[config.mk]
export PLATFORM = sky130hd
export DESIGN_NAME = sast_ctrl
export DESIGN_NICKNAME = d
export VERILOG_FILES = /design/src/rtl/core/sast_pkg.sv /design/src/rtl/core/sast_ctrl.sv
export SDC_FILE = /design/constraint.sdc
export NUM_CORES = 1
export LEC_CHECK = 0
export BUFFER_PORTS_ARGS = -buffer_cell sky130_fd_sc_hd__buf_4
export CAP_MARGIN = 10
export CORE_AREA = 5 5 498 500
export DETAILED_ROUTE_END_ITERATION = 16
export DIE_AREA = 0 0 503 505
export GPL_TIMING_DRIVEN = 0
export PLACE_DENSITY_LB_ADDON = 0.12
export SLEW_MARGIN = 20
export SYNTH_ARGS = -nofsm -noshare
export SYNTH_HDL_FRONTEND = slang
export SYNTH_SLANG_ARGS = --single-unit
export TNS_END_PERCENT = 100
[constraint.sdc]
create_clock -name clk -period 3.5 [get_ports clk]
set_input_delay 0.35 -clock clk [delete_from_list [all_inputs] [get_ports clk]]
set_output_delay 0.35 -clock clk [all_outputs]
set_load 0.005 [all_outputs]
[src/rtl/core/sast_pkg.sv]
// Shared constants, codes and types of the sorted address set table.
`timescale 1ns / 1ps

package sast_pkg;

    localparam int CAPACITY = 64;

    localparam int ADDR_W   = 16;
    localparam int OP_W     = 3;
    localparam int INDEX_W  = 6;
    localparam int STATUS_W = 2;
    localparam int POS_W    = 7;
    localparam int IDX_W    = $clog2(CAPACITY);
    localparam int CNT_W    = $clog2(CAPACITY + 1);

    localparam logic [OP_W-1:0] OP_QUERY  = 3'd0;
    localparam logic [OP_W-1:0] OP_INSERT = 3'd1;
    localparam logic [OP_W-1:0] OP_REMOVE = 3'd2;
    localparam logic [OP_W-1:0] OP_EDIT   = 3'd3;
    localparam logic [OP_W-1:0] OP_READ   = 3'd4;

    localparam logic [STATUS_W-1:0] ST_OK    = 2'd0;
    localparam logic [STATUS_W-1:0] ST_DUP   = 2'd1;
    localparam logic [STATUS_W-1:0] ST_FULL  = 2'd2;
    localparam logic [STATUS_W-1:0] ST_RANGE = 2'd3;

    typedef enum logic [1:0] {
        ACT_HOLD,
        ACT_CMP,
        ACT_INS,
        ACT_DEL
    } cell_act_t;

    typedef struct packed {
        cell_act_t         act;
        logic [ADDR_W-1:0] addr;
        logic [CNT_W-1:0]  idx;
    } cell_cmd_t;

endpackage

[src/rtl/core/sast_ctrl.sv]
// Sequencer of the table: takes requests, drives the cells and forms each result word.
`timescale 1ns / 1ps

module sast_ctrl (
    input  logic                                             clk,
    input  logic                                             rst_n,
    input  logic                                             start,
    input  logic [sast_pkg::OP_W-1:0]                        op,
    input  logic [sast_pkg::ADDR_W-1:0]                      address,
    input  logic [sast_pkg::INDEX_W-1:0]                     index,
    input  logic [sast_pkg::CAPACITY-1:0]                    eq_vec,
    input  logic [sast_pkg::CAPACITY-1:0]                    sel_vec,
    input  logic [sast_pkg::CAPACITY-1:0]                    ins_vec,
    input  logic [sast_pkg::CAPACITY-1:0][sast_pkg::ADDR_W-1:0] rd_terms,
    output sast_pkg::cell_cmd_t                              cmd,
    output logic                                             busy,
    output logic                                             done,
    output logic [sast_pkg::STATUS_W-1:0]                    status,
    output logic                                             found,
    output logic [sast_pkg::POS_W-1:0]                       position,
    output logic [sast_pkg::ADDR_W-1:0]                      read_address,
    output logic [sast_pkg::POS_W-1:0]                       entry_count
);
    import sast_pkg::*;

    typedef enum logic [1:0] {
        S_IDLE,
        S_CMP,
        S_EXEC
    } state_t;

    state_t               state_reg;
    logic [OP_W-1:0]      op_reg;
    logic [ADDR_W-1:0]    addr_reg;
    logic [INDEX_W-1:0]   idx_reg;
    logic [CNT_W-1:0]     count_reg;
    logic                 done_reg;
    logic [STATUS_W-1:0]  status_reg;
    logic                 found_reg;
    logic [POS_W-1:0]     pos_reg;
    logic [ADDR_W-1:0]    rd_reg;

    logic                 accept;
    logic                 finish;
    logic                 found_any;
    logic                 hit;
    logic                 in_range;
    logic                 full;
    logic [IDX_W-1:0]     ins_pos;
    logic [ADDR_W-1:0]    rd_data;
    logic                 edit_move;
    logic [STATUS_W-1:0]  status_next;
    logic                 found_next;
    logic [POS_W-1:0]     pos_next;
    logic [ADDR_W-1:0]    rd_next;
    logic [CNT_W-1:0]     count_next;
    cell_act_t            act_next;

    // Reductions over the registered per-cell flags.
    always_comb
    begin
        rd_data = '0;
        ins_pos = '0;
        for (int i = 0; i < CAPACITY; i++)
        begin
            rd_data = rd_data | rd_terms[i];
            if (ins_vec[i])
            begin
                ins_pos = ins_pos | IDX_W'(i);
            end
        end
    end

    assign found_any = |eq_vec;
    assign hit       = |(eq_vec & sel_vec);
    assign in_range  = CNT_W'(idx_reg) < count_reg;
    assign full      = count_reg == CNT_W'(CAPACITY);

    // An edit to a different address removes the entry first, then inserts.
    assign edit_move = (op_reg == OP_EDIT) && in_range && !hit;

    always_comb
    begin
        status_next = ST_OK;
        found_next  = 1'b0;
        pos_next    = '0;
        rd_next     = '0;
        count_next  = count_reg;
        act_next    = ACT_HOLD;
        unique case (op_reg)
            OP_QUERY:
            begin
                found_next = found_any;
            end
            OP_INSERT:
            begin
                if (found_any)
                begin
                    status_next = ST_DUP;
                end
                else if (full)
                begin
                    status_next = ST_FULL;
                end
                else
                begin
                    act_next   = ACT_INS;
                    pos_next   = POS_W'(ins_pos);
                    count_next = count_reg + CNT_W'(1);
                end
            end
            OP_REMOVE:
            begin
                if (!in_range)
                begin
                    status_next = ST_RANGE;
                end
                else
                begin
                    act_next   = ACT_DEL;
                    count_next = count_reg - CNT_W'(1);
                end
            end
            OP_EDIT:
            begin
                if (!in_range)
                begin
                    status_next = ST_RANGE;
                end
                else if (hit)
                begin
                    pos_next = POS_W'(idx_reg);
                end
                else
                begin
                    act_next   = ACT_DEL;
                    count_next = count_reg - CNT_W'(1);
                end
            end
            OP_READ:
            begin
                if (!in_range)
                begin
                    status_next = ST_RANGE;
                end
                else
                begin
                    rd_next  = rd_data;
                    pos_next = POS_W'(idx_reg);
                end
            end
            default:
            begin
            end
        endcase
    end

    assign finish = (state_reg == S_EXEC) && !edit_move;
    assign busy   = (state_reg == S_CMP) || ((state_reg == S_EXEC) && !finish);
    assign accept = start && !busy;

    always_comb
    begin
        cmd.addr = addr_reg;
        cmd.idx  = CNT_W'(idx_reg);
        unique case (state_reg)
            S_CMP:   cmd.act = ACT_CMP;
            S_EXEC:  cmd.act = act_next;
            default: cmd.act = ACT_HOLD;
        endcase
    end

    always_ff @(posedge clk or negedge rst_n)
    begin
        if (!rst_n)
        begin
            state_reg  <= S_IDLE;
            op_reg     <= OP_QUERY;
            count_reg  <= '0;
            done_reg   <= 1'b0;
            status_reg <= ST_OK;
            found_reg  <= 1'b0;
            pos_reg    <= '0;
            rd_reg     <= '0;
        end
        else
        begin
            done_reg <= 1'b0;
            if (state_reg == S_EXEC)
            begin
                count_reg <= count_next;
            end
            if (edit_move && (state_reg == S_EXEC))
            begin
                op_reg    <= OP_INSERT;
                state_reg <= S_CMP;
            end
            else
            begin
                if (finish)
                begin
                    done_reg   <= 1'b1;
                    status_reg <= status_next;
                    found_reg  <= found_next;
                    pos_reg    <= pos_next;
                    rd_reg     <= rd_next;
                end
                unique case (state_reg)
                    S_IDLE:  state_reg <= accept ? S_CMP : S_IDLE;
                    S_CMP:   state_reg <= S_EXEC;
                    S_EXEC:  state_reg <= accept ? S_CMP : S_IDLE;
                    default: state_reg <= S_IDLE;
                endcase
                if (accept)
                begin
                    op_reg <= op;
                end
            end
        end
    end

    always_ff @(posedge clk)
    begin
        if (accept)
        begin
            addr_reg <= address;
            idx_reg  <= index;
        end
    end

    assign done         = done_reg;
    assign status       = status_reg;
    assign found        = found_reg;
    assign position     = pos_reg;
    assign read_address = rd_reg;
    assign entry_count  = POS_W'(count_reg);

    a_count_bound: assert property (@(posedge clk) disable iff (!rst_n)
        count_reg <= CNT_W'(CAPACITY))
        else $error("entry count exceeds capacity");

    a_done_spacing: assert property (@(posedge clk) disable iff (!rst_n)
        done_reg |=> !done_reg)
        else $error("result words closer than two cycles");

    a_ins_onehot: assert property (@(posedge clk) disable iff (!rst_n)
        ((state_reg == S_EXEC) && (act_next == ACT_INS)) |-> $onehot(ins_vec))
        else $error("insert position is not unique");

    a_count_stable: assert property (@(posedge clk) disable iff (!rst_n)
        (state_reg != S_EXEC) |=> $stable(count_reg))
        else $error("entry count changed outside execution");

endmodule

### Yosys cells after proc, flatten, opt, wreduce, memory -nomap -nowiden

Cells that the tools add are included.

* register bits: 61
* bits of input ports: 1244
* output and inout port bits: 60
* word-level logic and storage cells: 246

* add/subtract/negate cells: 2
* order comparisons: 1
* equality and inequality tests: 12
* multiplexer cells: 135
* bitwise operators: 65
* reductions and logical operators: 21

Operators by type and width (count)
* 16-bit OR: 63
* 6-bit two-way mux: 35
* 7-bit two-way mux: 23
* 64-bit OR reduction: 2
* 16-bit two-way mux: 5
* 5-bit two-way mux: 16
* 64-bit AND: 1
* 2-bit two-way mux: 27
* 7-bit one-hot mux with 3 select lines: 2
* 4-bit two-way mux: 8
* 3-bit two-way mux: 7
* 2-bit != test, second input constant: 5
* 1-bit two-way mux: 8
* 2-bit one-hot mux with 2 select lines: 2
* 2-bit one-hot mux with 4 select lines: 1
* 7-bit by 1-bit adder with 7-bit output, second input constant: 1
* 7-bit equality test, second input constant: 1
* 6-bit by 7-bit < comparator with 1-bit output: 1
* 7-bit AND reduction: 1
* 7-bit by 1-bit subtractor with 7-bit output, second input constant: 1
* 3-bit by 2-bit equality test with 1-bit output, second input constant: 2
* 1-bit logical AND: 6
* 2-bit one-hot mux with 3 select lines: 1
* 1-bit zero test: 4
* other kinds (12): 13

### Depth between registers and ports, before layout

* word-level depth: 71
* mapped depth: 10
* mapped depth without buffers: 9

### Worst setup path before layout

OpenSTA, ideal clock, no wires.

* path type: register to register
* start: register count_reg[1], in the netlist entry_count[1]
* end: register op_reg[0]
* library setup time: 0.125 ns
* data arrival time: 2.859 ns
* data required time: 3.375 ns
* setup slack: 0.516 ns
* cell stages (with the launch flop): 9
* buffers on the path: 0
* period minus slack after synthesis: 2.984 ns
* cells stage by stage: dfrtp_1 inv_1 ha_1 a211oi_1 o32a_1 nand3_1 nor3_1 nor2_1 mux2_2

* longest elaborated chain between the ends: 11
* elaborated cells on any way between the ends: 13
* classes of those cells: order compare (1); mux (1); reduce/logical (11)

Ends and longest elaborated chain
* start, declared: line sast_ctrl.sv:36 `logic [CNT_W-1:0] count_reg;`
* start signal, assigned: line sast_ctrl.sv:191 `count_reg <= count_next;`
* 6-bit by 7-bit < comparator with 1-bit output: line sast_ctrl.sv:76 `assign in_range = CNT_W'(idx_reg) < count_reg;`
* 1-bit logical AND (2 in a row): line sast_ctrl.sv:80 `assign edit_move = (op_reg == OP_EDIT) && in_range && !hit;`
* 1-bit zero test: line sast_ctrl.sv:158 `assign finish = (state_reg == S_EXEC) && !edit_move;`
* 1-bit logical AND: line sast_ctrl.sv:158
* 1-bit zero test: line sast_ctrl.sv:159 `assign busy = (state_reg == S_CMP) || ((state_reg == S_EXEC) && !finish);`
* 1-bit logical AND: line sast_ctrl.sv:159
* 1-bit logical OR: line sast_ctrl.sv:159
* 1-bit zero test: line sast_ctrl.sv:160 `assign accept = start && !busy;`
* 1-bit logical AND: line sast_ctrl.sv:160
* via accept: line sast_ctrl.sv:43 `logic accept;`
* 2-bit nonzero test (no line)
* end signal, assigned: line sast_ctrl.sv:216 `op_reg <= op;`
* end, declared: line sast_ctrl.sv:33 `logic [OP_W-1:0] op_reg;`

The timed path passes the listed nets, and every way through them passes these cells.
A chain may end at the register's enable or synchronous reset.

==> impl_metrics.ini <==
[synth]
synth_seq_cells = 60
synth_area_leaders = nor4_1 (36%), dfrtp_1 (17%), edfxtp_1 (12%), nand4_1 (9.0%), ha_1 (3.2%)
synth_compound_area_share_pct = 11.7
syn_avg_cell_area_sq_um = 8.36
ys_types = 49
synth_warnings = 0
synth_top_family_by_area = simple AND/OR/NAND/NOR gates
seq_area_frac_synth_pct = 29.1
netlist_instances = 662
synth_common_cells = nor4_1 (314), nand4_1 (80), dfrtp_1 (38), nand2_1 (30), edfxtp_1 (22)
yosys_most_used_dff = dfrtp_1
yosys.cell_count.top_type = nor4_1
async_flop_share_pct = 63.3
yosys.area.top_type = nor4_1
netlist.area_leader.share_pct = 35.5
syn-cell-area_sq_um = 5530
synthXorXnorAreaFrac_pct = 1.11
synth_fa_ha_area_share_pct = 3.53
yosys.area_share.simple_pct = 51.6
synthMuxAreaShare_pct = 1.47
synth_edf_count = 22

[placed_design]
dp.final_hpwl_microns = 128000
port_buffers = 1300
place.gp.congestion = 0.830

[cts]
cts.path.max_buffers = 2
clkTransAtPathRegs_ns = 0.09
cts_sinks = 60
clkLatencyLatePin_ns = 0.44
cts_setup_buffers = 0
numCtsBuffers = 9
root_buffer = clkbuf_16
cts_tree = yes
cts.hold.buffers_added = 0
htree_levels = 3

[critical_path]
worstPathArrival_ns = 2.93
worstSetupPathType = in2out
end_kind = output port
ff2ff_path_depth = 8
critPathRequiredTime_ns = 3.15
critPathMaxFanout = 8
startpoint_type = input port

[sta]
fin_crit_ns = 3.28
worstMarginPinSlew_ns = 1.32
fmax_mhz = 305
fin_setup_tns_ns = 0
drv_slew = 0
hold_viol_final = 0
rsz0062_at_grt = false
finalSetupViolations = 0
slew_headroom_pct = 11.0
finClkSkew_ns = 0.0322
post-route-period-util_pct = 93.6

[routing]
via_per_inst = 2.41
drc = 0
drtAntennaViolNets = 0
vias = 12600
dr.pass1.iters = 5
drt_wl_total_microns = 137000
avgRoutedWirePerCell_microns = 26.2
dr.first_iter.drc_count = 461

[layout]
fin_util_pct = 8.26
layout.nets = 3253
area_growth_pct = 262
layout.area.seq_sq_um = 1610
multi_input_area_sq_um = 4000
drive_gt1_share_pct = 68.7
nFillCells = 28600

[floorplanning]
core-area_sq_um = 243000
die_y_microns = 505
die_w_microns = 503
rows = 181
io_pins = 1304
initial_core_util_pct = 2.28
dieArea_sq_um = 254000

[hold_path]
hp-class = in2async

[global_routing]
grt_max_degree = 39
grtUsageTotal_pct = 10.2
grt_pass1_vias = 14100
grt_pass1_wl_microns = 162000
antenna_found_initial = 109
grt_overflow_total = 0

[power_and_ir_drop]
leakage_nw = 8.05
ir_drop_v = 0.000281
powerDensity_nw_per_um2 = 275
finalPower_w = 0.00551

[run]
maxCapViolCount = 0

[status]
status = finished, final reports clean
==> what timing repair did <==
| action | 4_1_cts | 5_1_grt |
|---|---|---|
| gates resized for setup | 2 | 3 |
| pin swaps | 0 | 1 |
| endpoints found under the setup margin | 21 | 12 |
==> where the power goes <==
part	switching, W	total, W	internal, W
Clock	0.000586	0.00114	0.000559
Combinational	0.00152	0.00315	0.00163
Sequential	0.000228	0.00121	0.000987
==> cells in the final DEF, fill, tap and decap left out, types with 4 or more instances in the layout <==
cell type	Yosys	final
nand2_1	30	30
and4_1	4	4
buf_6	0	7
edfxtp_1	22	22
a22o_1	12	12
mux2i_1	4	4
a21oi_1	13	13
nor3_1	6	5
nand4_1	80	80
o21ai_0	7	7
dfrtp_1	38	38
clkbuf_16	0	9
a21o_1	4	4
inv_1	10	10
nand2b_1	4	4
nor4_2	0	20
nor4_1	314	294
nor2b_1	6	6
a221oi_1	12	12
buf_4	2	1313
diode_2	0	21
nor2_1	9	8
xnor2_1	5	5
a22oi_1	8	8
o31ai_1	16	16
ha_1	14	14
==> worst paths after layout <==
check                                             start                      endpoint  slack, ns
setup / recovery                             eq_vec[47]                       cmd[24]       0.22
min in group clk                               index[1]          idx_reg[1]$_DFFE_PP_       0.10
hold reg to reg            read_address[15]$_DFFE_PN0P_  read_address[15]$_DFFE_PN0P_       0.49
hold / removal                                    rst_n   read_address[1]$_DFFE_PN0P_       0.06
setup reg to reg             entry_count[1]$_DFFE_PN0P_       position[2]$_DFFE_PN0P_       0.42
max in group asynchronous                         rst_n  read_address[13]$_DFFE_PN0P_       2.77
==> cell families after synthesis <==
family	count (synthesis)
and+or+nand+nor	467
AOI/OAI and AO/OA	87
DFF	60
buffers and inverters	18
adders and majority gates	15
xor gates and xnor gates	7
muxes	7
other	1
==> routing by layer <==
layer  vias to the layer above  routed length [microns]  track usage (%)
li1                       5702                        -                -
met5                         -                      337                0
met3                       216                    13900             4.20
met4                        50                     4340             3.33
met2                       980                    73000             19.6
met1                      5656                    45200             9.65
==> critical path, cell delays in order <==
cell	delay, ns
buf_4	0.12
nor4_1	0.58
nand4_1	0.27
nor4_4	0.55
nand2_2	0.13
nor3_4	0.49
o21ai_4	0.21
inv_1	0.09
buf_4	0.12
==> area by class of cell <==
type / count / area share, %
Inverter: 10 / 0.187
Clock buffer: 9 / 1.12
Buffer: 8 / 0.256
Tap cell: 3202 / 20.0
Timing Repair Buffer: 1320 / 49.8
Multi-Input combinational cell: 585 / 19.9
Sequential cell: 60 / 8.04
Clock inverter: 7 / 0.368
Antenna cell: 21 / 0.262
==> through the flow <==
| stage | hold slack [ns] | worst slack (ns) | cells | area [sq um] |
|---|---|---|---|---|
| after floorplan | 0.0544 | 0.516 | 663 | 5540 |
| after global placement | 0.469 | -1.66 | 5165 | 19300 |
| after detailed placement | 0.470 | -0.502 | 5185 | 19700 |
| after CTS | 0.0328 | 0.00586 | 5201 | 20000 |
| after global routing | 0.0538 | 0.0115 | 5210 | 20000 |
| final | 0.0558 | 0.222 | 5222 | 20000 |
Note: power is estimated with default switching activity, not from simulation.
