### config.mk
export PLATFORM = sky130hd
export DESIGN_NAME = sast_cell
export DESIGN_NICKNAME = d
export VERILOG_FILES = /design/src/rtl/core/sast_pkg.sv /design/src/rtl/core/sast_cell.sv
export SDC_FILE = /design/constraint.sdc
export NUM_CORES = 1
export LEC_CHECK = 0
export BUFFER_PORTS_ARGS = -buffer_cell sky130_fd_sc_hd__buf_2
export CAP_MARGIN = 10
export CORE_MARGIN = 1
export CORE_UTILIZATION = 25
export DETAILED_ROUTE_END_ITERATION = 8
export HOLD_SLACK_MARGIN = 0.02
export PLACE_DENSITY_LB_ADDON = 0.3
export SETUP_SLACK_MARGIN = 0.05
export SYNTH_ARGS = -nofsm -noshare
export SYNTH_HDL_FRONTEND = slang
export SYNTH_SLANG_ARGS = --single-unit
### constraint.sdc
create_clock -name clk -period 3.68 [get_ports clk]
set_input_delay 0.736 -clock clk [delete_from_list [all_inputs] [get_ports clk]]
set_output_delay 0.736 -clock clk [all_outputs]
set_load 0.02 [all_outputs]
### src/rtl/core/sast_pkg.sv
// Shared constants, codes and types of the sorted address set table.
`timescale 1ns / 1ps

package sast_pkg;

    localparam int CAPACITY = 64;

    localparam int ADDR_W   = 16;
    localparam int OP_W     = 3;
    localparam int INDEX_W  = 6;
    localparam int STATUS_W = 2;
    localparam int POS_W    = 7;
    localparam int IDX_W    = $clog2(CAPACITY);
    localparam int CNT_W    = $clog2(CAPACITY + 1);

    localparam logic [OP_W-1:0] OP_QUERY  = 3'd0;
    localparam logic [OP_W-1:0] OP_INSERT = 3'd1;
    localparam logic [OP_W-1:0] OP_REMOVE = 3'd2;
    localparam logic [OP_W-1:0] OP_EDIT   = 3'd3;
    localparam logic [OP_W-1:0] OP_READ   = 3'd4;

    localparam logic [STATUS_W-1:0] ST_OK    = 2'd0;
    localparam logic [STATUS_W-1:0] ST_DUP   = 2'd1;
    localparam logic [STATUS_W-1:0] ST_FULL  = 2'd2;
    localparam logic [STATUS_W-1:0] ST_RANGE = 2'd3;

    typedef enum logic [1:0] {
        ACT_HOLD,
        ACT_CMP,
        ACT_INS,
        ACT_DEL
    } cell_act_t;

    typedef struct packed {
        cell_act_t         act;
        logic [ADDR_W-1:0] addr;
        logic [CNT_W-1:0]  idx;
    } cell_cmd_t;

endpackage

### src/rtl/core/sast_cell.sv
// One cell of the table: holds one entry, compares it and shifts it to a neighbor.
`timescale 1ns / 1ps

module sast_cell (
    input  logic                        clk,
    input  logic                        rst_n,
    input  logic [sast_pkg::IDX_W-1:0]  cell_id,
    input  sast_pkg::cell_cmd_t         cmd,
    input  logic [sast_pkg::ADDR_W-1:0] left_data,
    input  logic                        left_valid,
    input  logic                        left_gt,
    input  logic [sast_pkg::ADDR_W-1:0] right_data,
    input  logic                        right_valid,
    output logic [sast_pkg::ADDR_W-1:0] data,
    output logic                        valid,
    output logic                        gt,
    output logic                        eq,
    output logic                        sel,
    output logic                        ins_here,
    output logic [sast_pkg::ADDR_W-1:0] rd_term
);
    import sast_pkg::*;

    logic [ADDR_W-1:0] data_reg, data_next;
    logic              valid_reg, valid_next;
    logic              eq_reg, eq_next;
    logic              gt_reg, gt_next;
    logic              sel_reg, sel_next;
    logic              ge_reg, ge_next;
    logic              take_addr;

    // The new address lands in the first entry above it, or in the first free one.
    assign take_addr = gt_reg | (!valid_reg && left_valid);

    always_comb
    begin
        data_next  = data_reg;
        valid_next = valid_reg;
        eq_next    = eq_reg;
        gt_next    = gt_reg;
        sel_next   = sel_reg;
        ge_next    = ge_reg;
        unique case (cmd.act)
            ACT_HOLD:
            begin
            end
            ACT_CMP:
            begin
                eq_next  = valid_reg && (data_reg == cmd.addr);
                gt_next  = valid_reg && (cmd.addr < data_reg);
                sel_next = (CNT_W'(cell_id) == cmd.idx);
                ge_next  = (CNT_W'(cell_id) >= cmd.idx);
            end
            ACT_INS:
            begin
                if (left_gt)
                begin
                    data_next  = left_data;
                    valid_next = left_valid;
                end
                else if (take_addr)
                begin
                    data_next  = cmd.addr;
                    valid_next = 1'b1;
                end
            end
            ACT_DEL:
            begin
                if (ge_reg)
                begin
                    data_next  = right_data;
                    valid_next = right_valid;
                end
            end
            default:
            begin
            end
        endcase
    end

    always_ff @(posedge clk or negedge rst_n)
    begin
        if (!rst_n)
        begin
            valid_reg <= 1'b0;
            eq_reg    <= 1'b0;
            gt_reg    <= 1'b0;
            sel_reg   <= 1'b0;
            ge_reg    <= 1'b0;
        end
        else
        begin
            valid_reg <= valid_next;
            eq_reg    <= eq_next;
            gt_reg    <= gt_next;
            sel_reg   <= sel_next;
            ge_reg    <= ge_next;
        end
    end

    always_ff @(posedge clk)
    begin
        data_reg <= data_next;
    end

    assign data     = data_reg;
    assign valid    = valid_reg;
    assign gt       = gt_reg;
    assign eq       = eq_reg;
    assign sel      = sel_reg;
    assign ins_here = !left_gt && take_addr;
    assign rd_term  = sel_reg ? data_reg : '0;

endmodule

# ---- Yosys cells after proc, flatten, opt, wreduce, memory -nomap -nowiden
# Cells that the tools add are included.
# W data, S select, Z words.
dict set report totals {
  regBits 21
  input_bits 68
  output_inout_bits 37
  word_cells 33
}
dict set report op_classes {
  order_cmp 2
  n_eq_ne 7
  n_mux 9
  n_bitwise 1
  reduce_logical 8
}
# cell count
set op_table {}
lappend op_table {{$mux W16} 4}
lappend op_table {{$pmux W16 S2} 1}
lappend op_table {{$eq A16 B16 Y1} 1}
lappend op_table {{$lt A16 B16 Y1} 1}
lappend op_table {{$eq A6 B7 Y1} 1}
lappend op_table {{$ge A6 B7 Y1} 1}
lappend op_table {{$eq A2 B2 Y1 const B} 2}
lappend op_table {{$logic_and A1 B1 Y1} 4}
lappend op_table {{$mux W1} 3}
lappend op_table {{$ne A3 B3 Y1 const B} 1}
lappend op_table {{$reduce_and A3 Y1} 1}
lappend op_table {{$eq A2 B1 Y1 const B} 1}
lappend op_table {{$logic_not A1 Y1} 2}
lappend op_table {{$ne A2 B2 Y1 const B} 1}
lappend op_table {{$pmux W1 S2} 1}
lappend op_table {{$reduce_bool A2 Y1} 1}
lappend op_table {{$or A1 B1 Y1} 1}

# ---- Depth between registers and ports, before layout
# Gate-level depths: netlist (run 1).
dict set report depth {
  word_depth 6
  ltp_mapped 7
  ltp_nobuf 7
}

# ---- Least setup slack after synthesis (run 1)
# OpenSTA, ideal clock, no wires.
dict set report synth_timing {
  kind {input -> register}
  startpoint {input port left_gt}
  endpoint {register data_reg[0] (netlist: data[0]) (enable)}
  setup_time_ps 398
  arrival_time_ps 1929
  t_required_ps 3282
  slack_ps 1353
  path_stages 3
  cell_sequence {buf_2 > nor2_1 > a21oi_1}
}
dict set report synth_between {
  elab_chain_cells 2
}
# element line
set synth_rtl {}
lappend synth_rtl {{start: declaration} sast_cell.sv:11} ;# input logic left_gt,
lappend synth_rtl {{$ne A3 B3 Y1 (no source line)} -}
lappend synth_rtl {{$reduce_and A3 Y1 (no source line)} -}
lappend synth_rtl {{end signal: assignment} sast_cell.sv:103} ;# data_reg <= data_next;
lappend synth_rtl {{end: declaration} sast_cell.sv:24} ;# logic [ADDR_W-1:0] data_reg, data_next;
# No other way between the ends.
# A chain may end at the register's enable or synchronous reset.

# ---- Worst setup path after layout (run 1)
dict set report layout_timing {
  startpoint {input port left_gt}
  endpoint {output port ins_here}
}
dict set report layout_between {
  elab_chain_cells 2
}
# element line
set layout_rtl {}
lappend layout_rtl {{$logic_not A1 Y1} sast_cell.sv:111} ;# assign ins_here = !left_gt && take_addr;
lappend layout_rtl {{$logic_and A1 B1 Y1} sast_cell.sv:111}
lappend layout_rtl {{end: declaration} sast_cell.sv:19} ;# output logic ins_here,
# No other way between the ends.

==> key figures, run 1 <==
Status
  – Status: completed

Layout
  – Largest register FFs: 16
  – Antenna Cells: 0
  – Footprint of the multi-input gates: a little under 1000 sq um
  – Syn-to-layout area delta: 37.3%
  – Fillers: 703
  – Layout cells sized above 1: 39.2%
  – Finished Cell Area: between 2000 and 2500 sq um
  – Nets@finish: 382
  – Commonest non-fill, non-tap cell in the layout: buf_2
  – Most frequent cells in the layout: buf_2, inv_1, o21ai_0, ha_1, nand2_1
  – Sequential cell area: 606 sq um

Yosys
  – Post-synth net total: 279
  – Syn avg cell area: between 9 and 10 sq um
  – Mapped Area: roughly 1700 sq um
  – Seq/Total Area, Yosys: a little over a third
  – Yosys Warn Count: 0
  – Unique masters post-synth: 29
  – Synth Register Bits: 21
  – Cell count after synthesis: between 150 and 200

Placement
  – GPL Wtd Cong: 0.707
  – Placement Cell Area: between 2000 and 2500 sq um
  – # port buffers: 104
  – DP HPWL: about 3.7 mm

Critical path
  – Worst Path Buf+Inv: 2
  – Reg2reg start: data[13]
  – CP Cell Sequence: buf_2 > nor2_1 > buf_2
  – Critical Path Fanout Max: 19
  – Crit Path Category: input port to primary output
  – Crit path from: left_gt
  – Cell mode on critical path: buf_2
  – Critical path arrival: 1.49 ns
  – Critical path's largest stage delay: between 0.4 and 0.5 ns
  – Type of origin of the critical path: input port
  – Worst EP required: between 2 and 3 ns
  – Critical Path Sink Type: primary output
  – Critical path's slowest cell: buf_2
  – Cell family with most CP delay: buffers and inverters

Drt
  – Post-detailed-route wirelength per cell: 12.0 um
  – # DRC: 0
  – Vias post-DR: 1,644
  – Antenna viol nets, final: 0
  – Vias per cell: approximately 4.5
  – DRT Wirelength: 4.41 mm
  – DR iter-0 viols: 16
  – Drt pass-1 iters: 4

Global route
  – Total GRT Usage: 12.5%
  – Largest net degree at the start of global routing: 20
  – First-pass GRT wire length: 7.11 mm
  – Initial antenna violation count: 0
  – GRT overflow: 0
  – Vias in the first global route: roughly 1,600

STA
  – Fin crit period: 2.22 ns
  – Slew @ Worst Pin: roughly 0.57 ns
  – RSZ-0062 raised after global routing: false
  – Clk_skew: 0.00299 ns
  – Headroom to the max-slew limit: around three fifths
  – Final Cycle Share: 60.4%
  – Setup TNS: 0 ns
  – Fmax: 450 MHz
  – Hold Vio Cnt, Final: 0
  – Final setup violation count: 0
  – Slew Limit Fails: 0

CTS
  – Total number of H-tree levels: 1
  – Clk_lat worst skew: 0.25 ns
  – TritonCTS clock tree: yes
  – CTS root buf: clkbuf_8
  – Hold-fix buffers, CTS: 0
  – Post-CTS setup buffer count: 0
  – Post-CTS resize count: 0
  – CTS clk-pin slew, worst paths: 0.07 ns
  – Num CTS Buffers: 3
  – Clock Sinks: 21
  – Clock tree buffer depth: 2

Power and ir drop
  – PD cells: 278 nW/um^2
  – Max VDD drop: 0.122 mV
  – Gate power share: 32.0%
  – Final Power: 0.659 mW
  – Pleak: approximately 1.3 nW
  – Sw Share: 31.4%
  – P_sw: 0.207 mW
  – Seq pwr share: between 40% and 50%
  – Clk network pwr share: 22.8%
  – Internal: 0.452 mW

Floorplan
  – Core ar.: 6490 sq um
  – Die area: ~7200 sq um
  – Std-Cell Rows: 29
  – Chip Height: 85.0 um
  – Die Wd: between 80 and 90 um
  – Starting Density: 26.5%
  – # IOs: around 110

Min path
  – Hold crit path type: input port to async pin

Job
  – MaxCap Viol Count: 0
[through the flow]
stage          util [%]  hold WS (ns)  worst slack, ns  std cells
3_5_place_dp       35.8         0.511             1.25        364
3_3_place_gp       35.8         0.502             1.29        364
6_report           36.4         0.284             1.46        368
4_1_cts            36.4         0.275             1.44        368
2_1_floorplan         -         0.440             1.35        189
5_1_grt            36.4         0.272             1.42        368
[layer usage]
| metal | GRT usage (%) | part of all wire, % |
|---|---|---|
| met4 | 2.77 | 0.43 |
| met2 | 21.2 | 46 |
| met1 | 16.3 | 47 |
| met3 | 2.43 | 6.5 |
| met5 | 0 | 0 |
[synth_stat cells]
cell type	number	area, sq um
nand4_1	3	18.8
buf_2	3	15.0
nor2b_1	1	6.26
and2_1	17	106
dfrtp_1	5	125
a211oi_1	1	7.51
a32o_1	1	10.0
nor3b_1	2	15.0
o21ai_0	22	110
buf_4	1	7.51
and3_1	1	6.26
nor2b_2	1	8.76
clkbuf_1	4	15.0
nor4_1	2	12.5
a2111oi_2	1	15.0
and4b_1	1	10.0
mux2i_1	17	170
mux2_2	1	11.3
edfxtp_1	16	480
a21oi_1	12	60.1
ha_1	22	275
o211ai_1	1	7.51
a21o_1	3	22.5
nor2_1	3	11.3
nand2b_1	2	12.5
nand2_1	18	67.6
nand3_1	2	10.0
nand4_2	1	12.5
inv_1	25	93.8
[kinds of logic after synthesis]
kind of cell,Yosys count,synth area share (%)
AND/OR/NAND/NOR,54,17.3
AO/OA/AOI/OAI,41,13.5
buffers and inverters,33,7.62
adder cells (fa/ha/maj),22,16.0
flip-flops,21,35.1
multiplexers,18,10.5
[layout make-up]
class,count,share of cell area [%]
multi-input cells,135,41.9
flip-flops and latches,21,25.6
repair buffers,106,22.6
well taps,77,4.07
inverters,25,3.96
clock buffers,4,1.90
[power by group through the flow]
stage                     logic (mW)  registers [mW]  clock network (mW)
after floorplan                0.103           0.325                   0
after global placement         0.212           0.304                   0
after detailed placement       0.215           0.304                   0
after CTS                      0.216           0.299               0.162
after global routing           0.238           0.302               0.170
final                          0.211           0.298               0.150
[final timing paths]
path                       slack (ns)  cells after the start  endpoint
max                              1.46                      3  ins_here
min                              0.28                      1       sel
max reg2reg                      1.92                      6        gt
min reg2reg                      0.52                      2    ge_reg
max in group asynchronous        3.26                      1     valid
min in group clk                 0.52                      2    ge_reg
No activity file was read; power rests on OpenSTA's default activity.
==> run 2: changes to the inputs <==
clock period = 1.9 ns   (was 3.68 ns; I/O delays follow)
==> run 2 against run 1 <==
Combinational power up 100%. Sequential power grew 94%. Setup slack got worse by 1.2 ns. Cell area grew 2.3%. Total power grew 96%. Clock skew up 0.00078 ns. First-iteration DRC count fell by 25%. Via count up 2.1%. Largest cell class unchanged. Sequential share of layout area is 0.52 points lower. Count of clock-buffer cells in the layout stayed put. Global-route usage up 0.55 points. Flip-flop and latch count unchanged.
==> key figures, run 2 (synthesized netlist as in run 1, its figures left out) <==
Status
  – Status: completed

Floorplan
  – Std-Cell Rows: 29 (unchanged)
  – Starting Density: 26.5% (unchanged)
  – Die Wd: 85.0 um (unchanged)
  – Core ar.: 6490 sq um (unchanged)
  – # IOs: 105 (unchanged)
  – Die area: 7230 sq um (unchanged)
  – Chip Height: 85.0 um (unchanged)

Drt
  – Antenna viol nets, final: 0 (unchanged)
  – WL met1: 2.13 mm (+3.1%)
  – Drt pass-1 iters: 4 (unchanged)
  – Metal2 WL: 2.21 mm (+8.3%)
  – Post-detailed-route wirelength per cell: 12.4 um (+3.6%)
  – Vias per cell: 4.50 (+0.70%)
  – Vias post-DR: 1,678 (+2.1%)
  – # DRC: 0 (unchanged)
  – Met3 WL: 276 um (-4.5%)
  – DR top layer: met4
  – DRT Wirelength: 4.63 mm (+5.0%)
  – DR iter-0 viols: 12 (-4)

CTS
  – CTS clk-pin slew, worst paths: 0.08 ns (about the same)
  – Post-CTS setup buffer count: 0 (unchanged)
  – TritonCTS clock tree: yes
  – Clk_lat worst skew: 0.26 ns (about the same)
  – Total number of H-tree levels: 1 (unchanged)
  – CTS root buf: clkbuf_8
  – Clock Sinks: 21 (unchanged)
  – Num CTS Buffers: 3 (unchanged)
  – Clock tree buffer depth: 2 (unchanged)

STA
  – RSZ-0062 raised after global routing: false
  – Slew Limit Fails: 0 (unchanged)
  – Clk_skew: 0.00377 ns (+0.000783 ns)
  – Fmax: 600 MHz
  – Final setup margin: 0.232 ns (-1.23 ns)
  – Final Cycle Share: 87.8%
  – Final setup violation count: 0 (unchanged)
  – Hold Vio Cnt, Final: 0 (unchanged)
  – Hold WS: 0.391 ns (+0.107 ns)
  – Headroom to the max-slew limit: 78.7% (+17 points)
  – Slew @ Worst Pin: 0.319 ns (-0.253 ns)
  – Setup TNS: 0 ns (unchanged)
  – Fin crit period: between 1.5 and 2 ns

Global route
  – Largest net degree at the start of global routing: 31 (+55%)
  – Vias in the first global route: 1,601 (+1.7%)
  – Total GRT Usage: 13.0% (+0.55 points)
  – First-pass GRT wire length: 7.30 mm (+2.6%)
  – GRT overflow: 0 (unchanged)
  – Initial antenna violation count: 0 (unchanged)

Placement
  – # port buffers: 104 (unchanged)
  – Pre-CTS setup slack: 0.129 ns (-1.12 ns)
  – DP HPWL: 3.76 mm (+1.7%)
  – GPL Wtd Cong: 0.733 (+3.7%)

Critical path
  – Crit Path Category: flop to flop
  – Critical path arrival: 1.81 ns (+0.32 ns)
  – R2R Setup Slk: 0.23 ns (-1.69 ns)
  – Worst EP required: 2.05 ns (-0.89 ns)
  – Critical Path Sink Type: flop
  – Critical Path Fanout Max: 3 (-16)
  – Type of origin of the critical path: flop

Layout
  – Syn-to-layout area delta: 40.4%
  – Nets@finish: 387 (+1.3%)
  – Final Util: 37.3% (+0.83 points)
  – Fillers: 692 (-1.6%)
  – Commonest non-fill, non-tap cell in the layout: buf_2
  – Layout cells sized above 1: 40.2% (+1.0 points)
  – Largest register FFs: 16 (unchanged)
  – Antenna Cells: 0 (unchanged)
  – Most frequent cells in the layout: buf_2, inv_1, o21ai_0, ha_1, nand2_1

Power and ir drop
  – Max VDD drop: 0.219 mV (+80%)
  – PD cells: 535 nW/um^2 (+92%)
  – Pleak: 1.30 nW (+2.0%)

Job
  – MaxCap Viol Count: 0 (unchanged)

Min path
  – Hold crit path type: input port to flop
==> run 2: cell count changes in the layout (fill, tap and decap cells not counted), sizes merged <==
cell         delta
buf             +4
dlygate4sd3     +1
==> run 2: through the flow <==
step,std cells,power [mW],area [sq um]
after floorplan,189,0.830,1730
after global placement,368,1.01,2360
after detailed placement,368,1.02,2360
after CTS,373,1.32,2420
after global routing,373,1.39,2420
final,373,1.29,2420
==> run 2: critical path: stages, from the launching register on <==
cell and delay [ns]:
edfxtp_1 0.37, inv_1 0.05, ha_1 0.27, nor2b_2 0.13, o211ai_1 0.11, a2111oi_2 0.30
a21oi_1 0.07, a32o_1 0.26
==> run 2: timing repair <==
action | CTS | global route
hold buffers | 1 | 0
gates resized for setup | 0 | 1
setup endpoints to repair | 0 | 4
hold endpoints to repair | 5 | 0
==> run 2: final timing paths <==
kind                                     from  endpoint  cells past startpoint
worst max-delay path                  data[1]        gt                      7
worst min-delay path            right_data[8]   data[8]                      3
worst max register to register        data[1]        gt                      7
worst min register to register         ge_reg    ge_reg                      2
max in group asynchronous               rst_n       sel                      2
min in group asynchronous               rst_n    ge_reg                      2
==> run 2: layout make-up <==
class	count	area, sq um	share of cell area (%)
multi-input combinational	135	991	40.9
sequential	21	607	25.1
timing repair buffer	111	588	24.3
tap	77	96.3	3.98
inverter	25	93.8	3.88
clock buffer	4	45.0	1.86
==> run 2: metal layers <==
metal,up-vias,track usage (%)
met1,745,16.6
met3,2,2.43
met5,-,0
met4,0,3.24
met2,56,22.7
li1,875,-
==> run 2: power by group <==
part           internal, mW  switching [mW]
clock                 0.149           0.143
combinational         0.189           0.236
sequential            0.548          0.0290
total                 0.887           0.408
